### src/gdsa_pkg.sv
`default_nettype none
package gdsa_pkg;

   localparam int ID_BITS = 20;
   localparam logic [31:0] SCALE_RESET = 32'h0100_0000;

   localparam logic OPC_TARGET = 1'b0;
   localparam logic OPC_SOURCE = 1'b1;

   typedef struct packed {
      logic               opcode;
      logic signed [31:0] pos_x;
      logic signed [31:0] pos_y;
      logic signed [31:0] pos_z;
      logic [31:0]        mass;
      logic [ID_BITS-1:0] particle_id;
      logic               last;
   } gdsa_req_type;

   typedef struct packed {
      logic signed [63:0] acc_x;
      logic signed [63:0] acc_y;
      logic signed [63:0] acc_z;
      logic signed [63:0] potential;
   } gdsa_rsp_type;

   typedef struct packed {
      logic        done;
      logic [4:0]  k;
      logic [32:0] g;
   } gdsa_root_res_type;

   typedef enum logic [2:0] {
      RS_IDLE, RS_NORM, RS_SQRT, RS_DIV, RS_DONE
   } gdsa_rs_state_type;

   typedef enum logic [2:0] {
      ST_IDLE, ST_PREP, ST_MUL, ST_RSTART, ST_ROOT, ST_POT, ST_ACC, ST_FIN
   } gdsa_state_type;

   typedef enum logic [3:0] {
      OP_SQ, OP_F, OP_PLO, OP_PHI, OP_U, OP_V, OP_W, OP_A0, OP_A1, OP_A2, OP_A3
   } gdsa_op_type;

endpackage
`default_nettype wire

### src/gdsa_root.sv
`default_nettype none
// Normalize r2 by powers of four, integer square root, then g = 2^63 / q.
module gdsa_root (
   input  wire logic                       clock,
   input  wire logic                       reset,
   input  wire logic                       start,
   input  wire logic [63:0]                r2,
   output gdsa_pkg::gdsa_root_res_type     res
);

   gdsa_pkg::gdsa_rs_state_type state_ff, state_in;
   logic [63:0] x_ff, x_in;
   logic [63:0] root_ff, root_in;
   logic [4:0]  k_ff, k_in;
   logic [5:0]  cnt_ff, cnt_in;
   logic [32:0] rem_ff, rem_in;
   logic [32:0] g_ff, g_in;

   logic [63:0] bit_w;
   logic [63:0] trial;
   logic [33:0] r_sh;
   logic [33:0] qv;

   always_comb begin
      state_in = state_ff;
      x_in     = x_ff;
      root_in  = root_ff;
      k_in     = k_ff;
      cnt_in   = cnt_ff;
      rem_in   = rem_ff;
      g_in     = g_ff;
      bit_w    = 64'd1 << (6'd62 - {cnt_ff[4:0], 1'b0});
      trial    = root_ff + bit_w;
      r_sh     = {rem_ff, 1'b0};
      qv       = {2'b00, root_ff[31:0]};
      unique case (state_ff)
         gdsa_pkg::RS_IDLE: begin
            if (start) begin
               x_in     = r2;
               k_in     = 5'd0;
               state_in = gdsa_pkg::RS_NORM;
            end
         end
         gdsa_pkg::RS_NORM: begin
            if (x_ff[63:62] == 2'b00) begin
               x_in = x_ff << 2;
               k_in = k_ff + 5'd1;
            end else begin
               root_in  = 64'd0;
               cnt_in   = 6'd0;
               state_in = gdsa_pkg::RS_SQRT;
            end
         end
         gdsa_pkg::RS_SQRT: begin
            if (x_ff >= trial) begin
               x_in    = x_ff - trial;
               root_in = (root_ff >> 1) + bit_w;
            end else begin
               root_in = root_ff >> 1;
            end
            cnt_in = cnt_ff + 6'd1;
            if (cnt_ff[4:0] == 5'd31) begin
               // top bits of 2^63 already shifted in
               rem_in   = 33'h0_4000_0000;
               g_in     = 33'd0;
               cnt_in   = 6'd32;
               state_in = gdsa_pkg::RS_DIV;
            end
         end
         gdsa_pkg::RS_DIV: begin
            if (r_sh >= qv) begin
               rem_in = 33'(r_sh - qv);
               g_in   = {g_ff[31:0], 1'b1};
            end else begin
               rem_in = r_sh[32:0];
               g_in   = {g_ff[31:0], 1'b0};
            end
            cnt_in = cnt_ff - 6'd1;
            if (cnt_ff == 6'd0) state_in = gdsa_pkg::RS_DONE;
         end
         gdsa_pkg::RS_DONE: begin
            state_in = gdsa_pkg::RS_IDLE;
         end
         default: state_in = gdsa_pkg::RS_IDLE;
      endcase
   end

   always_ff @(posedge clock) begin
      if (reset) state_ff <= gdsa_pkg::RS_IDLE;
      else       state_ff <= state_in;
   end

   always_ff @(posedge clock) begin
      x_ff    <= x_in;
      root_ff <= root_in;
      k_ff    <= k_in;
      cnt_ff  <= cnt_in;
      rem_ff  <= rem_in;
      g_ff    <= g_in;
   end

   assign res.done = (state_ff == gdsa_pkg::RS_DONE);
   assign res.k    = k_ff;
   assign res.g    = g_ff;

endmodule
`default_nettype wire

### config.mk
export PLATFORM = sky130hd
export DESIGN_NAME = gdsa_root
export DESIGN_NICKNAME = d
export VERILOG_FILES = /design/src/gdsa_pkg.sv /design/src/gdsa_root.sv
export SDC_FILE = /design/constraint.sdc
export NUM_CORES = 1
export LEC_CHECK = 0
export BUFFER_PORTS_ARGS = -buffer_cell sky130_fd_sc_hd__buf_4
export CAP_MARGIN = 20
export CORE_MARGIN = 1.5
export CORE_UTILIZATION = 55
export DETAILED_ROUTE_END_ITERATION = 10
export PLACE_DENSITY = 0.84
export SYNTH_ARGS = -nofsm -noshare
export SYNTH_HDL_FRONTEND = slang
export SYNTH_SLANG_ARGS = --single-unit
### constraint.sdc
create_clock -name clock -period 16.38 [get_ports clock]
set_clock_uncertainty 0.2 [all_clocks]
set_input_delay 3.276 -clock clock [delete_from_list [all_inputs] [get_ports clock]]
set_output_delay 3.276 -clock clock [all_outputs]
set_load 0.01 [all_outputs]
Word-level counts from Yosys, hierarchy flattened

Cells that the tools add are included.

Bits in registers: 208
Input bits: 67
Output and inout port bits: 39
Word-level logic and storage cells: 67

$add $sub $neg: 8
Order comparisons: 2
Equality and inequality tests: 11
Shift-type cells: 1
Mux-type cells: 24
Reductions and logical operators: 14

Operators with widths:

| operator                                          | number |
|---|---|
| two-way mux 64 bit                                | 5 |
| case mux 64 bit (3 select lines)                  | 1 |
| case mux 33 bit (2 select lines)                  | 2 |
| case mux 64 bit (2 select lines)                  | 1 |
| two-way mux 33 bit                                | 3 |
| adder 63 x 64 -> 64 bit                           | 1 |
| adder 64 bit                                      | 1 |
| greater-or-equal comparator 64 bit                | 1 |
| << shifter 1 x 6 -> 64 bit (first input constant) | 1 |
| subtractor 64 bit                                 | 1 |
| greater-or-equal comparator 34 x 32 -> 1 bit      | 1 |
| subtractor 33 x 32 -> 33 bit                      | 1 |
| case mux 6 bit (3 select lines)                   | 1 |
| two-way mux 3 bit                                 | 4 |
| two-way mux 6 bit                                 | 2 |
| != test 2 bit (second input constant)             | 6 |
| case mux 3 bit (4 select lines)                   | 1 |
| two-way mux 5 bit                                 | 2 |
| case mux 5 bit (2 select lines)                   | 1 |
| AND reduction 4 bit                               | 2 |
| adder 6 x 1 -> 6 bit (second input constant)      | 1 |
| == test 3 x 2 -> 1 bit (second input constant)    | 2 |
| zero test 6 bit                                   | 1 |
| AND reduction 2 bit                               | 3 |
| other kinds (12)                                  | 15 |

Depth between registers and ports, before layout

Depth in word-level cells: 6
Depth in mapped cells: 31
Mapped depth without buffers: 26

Worst setup path before layout

Ideal clock, no wire load.

Path type: register to register
Start point: register cnt_ff[3]
End point: register x_ff[0], enable pin
Library setup time: 0.487 ns
Data arrival time: 8.544 ns
Required time: 15.693 ns
Setup slack: 7.149 ns
Stages on the path, launching flop included: 31
Path buffers: 7
Clock period less this slack: 9.231 ns
Cells stage by stage: edfxtp_1 -> buf_4 -> buf_6 -> clkbuf_1 -> clkbuf_1 -> nand2_1 -> nor2_1 -> ha_1 -> and2_1 -> and4_1 -> a31oi_1 -> nor4_1 -> o2111ai_1 -> nand2_1 -> a21boi_1 -> nor2_1 -> nor2_1 -> xor2_1 -> ha_1 -> clkbuf_1 -> nand4_1 -> or3_1 -> or2_1 -> o41a_1 -> nand3_1 -> a31o_2 -> clkbuf_1 -> buf_2 -> a21oi_1 -> o21a_1 -> nor2_1

Word-level cells in the longest chain between the ends: 6

Ends and longest elaborated chain:

| what                               | line            | RTL |
|---|---|---|
| start: declaration                 | gdsa_root.sv:15 | `logic [5:0] cnt_ff, cnt_in;` |
| start signal: assignment           | gdsa_root.sv:97 | `cnt_ff <= cnt_in;` |
| subtractor 6 bit                   | gdsa_root.sv:32 | `bit_w = 64'd1 << (6'd62 - {cnt_ff[4:0], 1'b0});` |
| << shifter 1 x 6 -> 64 bit         | gdsa_root.sv:32 |  |
| adder 64 bit                       | gdsa_root.sv:33 | `trial = root_ff + bit_w;` |
| greater-or-equal comparator 64 bit | gdsa_root.sv:55 | `if (x_ff >= trial) begin` |
| != test 2 bit (no line)            | n/a             |  |
| AND reduction 4 bit (no line)      | n/a             |  |
| end signal: assignment             | gdsa_root.sv:94 | `x_ff <= x_in;` |
| end: declaration                   | gdsa_root.sv:12 | `logic [63:0] x_ff, x_in;` |

No other way between the ends.
A chain may end at the register's enable or synchronous reset.

Worst setup path in the final report

Start point: register cnt_ff[3]
End point: register x_ff[21], enable pin

The elaborated chain is that of the path after synthesis.

==> results.toml <==
[status]
status = "finished clean"

[synth]
synth-main-ff-cell = "edfxtp_1"
ys_async_sr_fraction_pct = 0
yosys_warnings = 0
synthXorXnorAreaFrac_pct = 9.78
synth_top_family_by_area = "compound AO/OA/AOI/OAI gates"
syn_nets = 2706
yosys.area_share.simple_pct = 19.9
syn_area_per_cell_um2 = 8.33
seq_area_frac_synth_pct = 29.9
synth_cell_types = 94
synth_cells = 2492
ys_seq_elements = 208
synthAdderAreaFrac_pct = 9.32
synth_compound_area_share_pct = 25.8
synth_top_area_share_pct = 29.7
synth_edf_count = 205
yosys-top-cells-area = "edfxtp_1 (30%), ha_1 (8.7%), xnor2_1 (6.1%), a21oi_1 (4.8%), nor2_1 (4.4%)"
synthMuxAreaShare_pct = 0.983
syn-cell-area_um2 = 20800
synth_area_leader_cell = "edfxtp_1"

[finish]
nFillCells = 3234
final_area_um2 = 22800
antenna_cells = 0
layout.nets = 2727
final_cell_mix = "nor2_1 (238), edfxtp_1 (205), a21oi_1 (199)"
layout-drive-gt1-share_pct = 8.40
final_common_cell = "nor2_1"
syn_to_final_growth_pct = 9.63

[timing]
slew_headroom_pct = 31.7
worstMarginPinSlew_ps = 1030
fin_crit_ps = 8550
max_freq_ghz = 0.117
fin_tns_setup_ps = 0
rsz0062_at_grt = "no"
hold_viol_final = 0
timing.final.crit_share_pct = 52.2
finalSetupViolations = 0
maxSlewViolCount = 0

[routing]
antenna_left = 0
vias_per_cell = 6.44
dr.pass1.iters = 6
detailedRoute.firstIterationViolations = 1920
vias = 19600
route.detailed.drc = 0
wire_per_inst_um = 21.1
routed_wl_mm = 64.1

[worst_setup_path]
cp_num_buf_inv = 2
critical_path.max_stage_delay_ps = 1020
ff2ff_setup_slack_ps = 7830
regToRegStartpoint = "cnt_ff[3]$_DFFE_PP_"
reg2reg_depth = 25
path_class = "register to register"
cp_data_arrival_time_ps = 8540
start_kind = "register"
worst_r2r_endpoint = "x_ff[21]$_DFFE_PP_"
crit_path_max_fanout = 64
end_kind = "register"
crit_slowest_cell = "edfxtp_1"
path_common_cell = "nand2_1"
required_ps = 16360
crit_family = "simple AND/OR/NAND/NOR gates"

[run]
drv_cap = 0

[power]
p_total_mw = 2.75
p_leak_nw = 8.45
ir_worst_vdd_uv = 80.5
power_density_nw_per_um2 = 121

[clocking]
post_cts_resized = 0
cts-htree-levels = 1
cts_root_buffer = "clkbuf_16"
clockBufferDepth = 3
cts_hold_buf = 0
cts_tree = "done"
clk_latency_ps = 610
cts.clk_slew.worst_paths_ps = 60
cts_made_buffers = 28
cts_setup_buffers = 0
clock_sinks = 208

[floorplan]
ios = 106
initial_core_util_pct = 56.3
die_h_um = 197
core_um2 = 36900
rows = 70
die_w_um = 197
dieArea_um2 = 38900

[placed_design]
placedInstanceArea_um2 = 21800
io_buffers = 105
routabilityCongestion = 1.04
hpwl_mm = 48.7

[global_route]
antenna_found_initial = 0
grt.total_usage_pct = 32.5
globalRoute.totalOverflow = 0
grt_pass1_wl_mm = 101
grt_pass1_vias = 18500
grt_max_degree = 80

[min_path]
min_to = "g_ff[4]$_SDFFCE_PN0P_"
hold_path_startpoint = "g_ff[3]$_SDFFCE_PN0P_"
hold_depth = 1
hp-class = "register to register"
-- cells by family after synthesis --
family	Yosys count
multiplexers	20
adder cells (fa/ha/maj)	155
buffers and inverters	215
AO/OA/AOI/OAI	827
XOR/XNOR	231
AND/OR/NAND/NOR	836
flip-flops	208
-- metal layers --
metal  GRT usage [%]  vias up  routed length (µm)  part of all wire (%)
li1                -     9355                   -                     -
met1            46.9     9172               28700                    45
met2            50.3      924               27700                    43
met3            3.76      131                5440                   8.5
met4            10.7        0                2210                   3.5
met5               0        -                   0                     0
-- synthesized netlist by cell type, types with 63 or more instances --
master    instances
nand2_1         189
inv_1            84
xnor2_1         145
ha_1            145
a21oi_1         200
edfxtp_1        205
a22oi_1          67
clkbuf_1         97
xor2_1           85
nand3_1          69
o21ai_0         162
and2_1           63
nor2_1          241
-- registers in the layout (all words and copies together), names as in the netlist --
signal    flops
state_ff      3
k_ff          5
cnt_ff        6
rem_ff       33
x_ff         64
root_ff      64
g_ff         33
-- worst max path at each step --
stage	slack (ps)	endpoint	startpoint	cells past startpoint
floorplan	7150	x_ff[0]$_DFFE_PP_	cnt_ff[3]$_DFFE_PP_	30
global placement	8250	x_ff[0]$_DFFE_PP_	cnt_ff[3]$_DFFE_PP_	25
detailed placement	8030	x_ff[5]$_DFFE_PP_	cnt_ff[3]$_DFFE_PP_	25
CTS	7990	x_ff[7]$_DFFE_PP_	cnt_ff[3]$_DFFE_PP_	25
global route	7320	x_ff[13]$_DFFE_PP_	cnt_ff[3]$_DFFE_PP_	25
finish	7830	x_ff[21]$_DFFE_PP_	cnt_ff[3]$_DFFE_PP_	25
-- report_power, final --
group / switching, mW / internal, mW / leakage, nW
Clock: 0.252 / 0.388 / 0.472
Sequential: 0.118 / 0.696 / 1.98
Combinational: 0.818 / 0.483 / 6.00
Total: 1.19 / 1.57 / 8.45
-- final cells by class --
class,count,area (µm²),area share (%)
Clock buffer,37,754,3.32
Clock inverter,15,204,0.896
Inverter,86,323,1.42
Multi-Input combinational cell,2069,13700,60.3
Sequential cell,208,6220,27.3
Tap cell,504,631,2.77
Timing Repair Buffer,120,901,3.96
-- per-stage QoR --
stage / std cells / hold slack [ps] / setup WS (ps) / utilization [%]
after CTS: 3039 / 370 / 7990 / 61.7
after global placement: 2987 / 347 / 8250 / 59.1
after floorplan: 2492 / 341 / 7150 / -
final: 3039 / 362 / 7830 / 61.7
after global routing: 3039 / 392 / 7320 / 61.7
after detailed placement: 2987 / 340 / 8030 / 59.1
(Power assumes the default switching activity.)
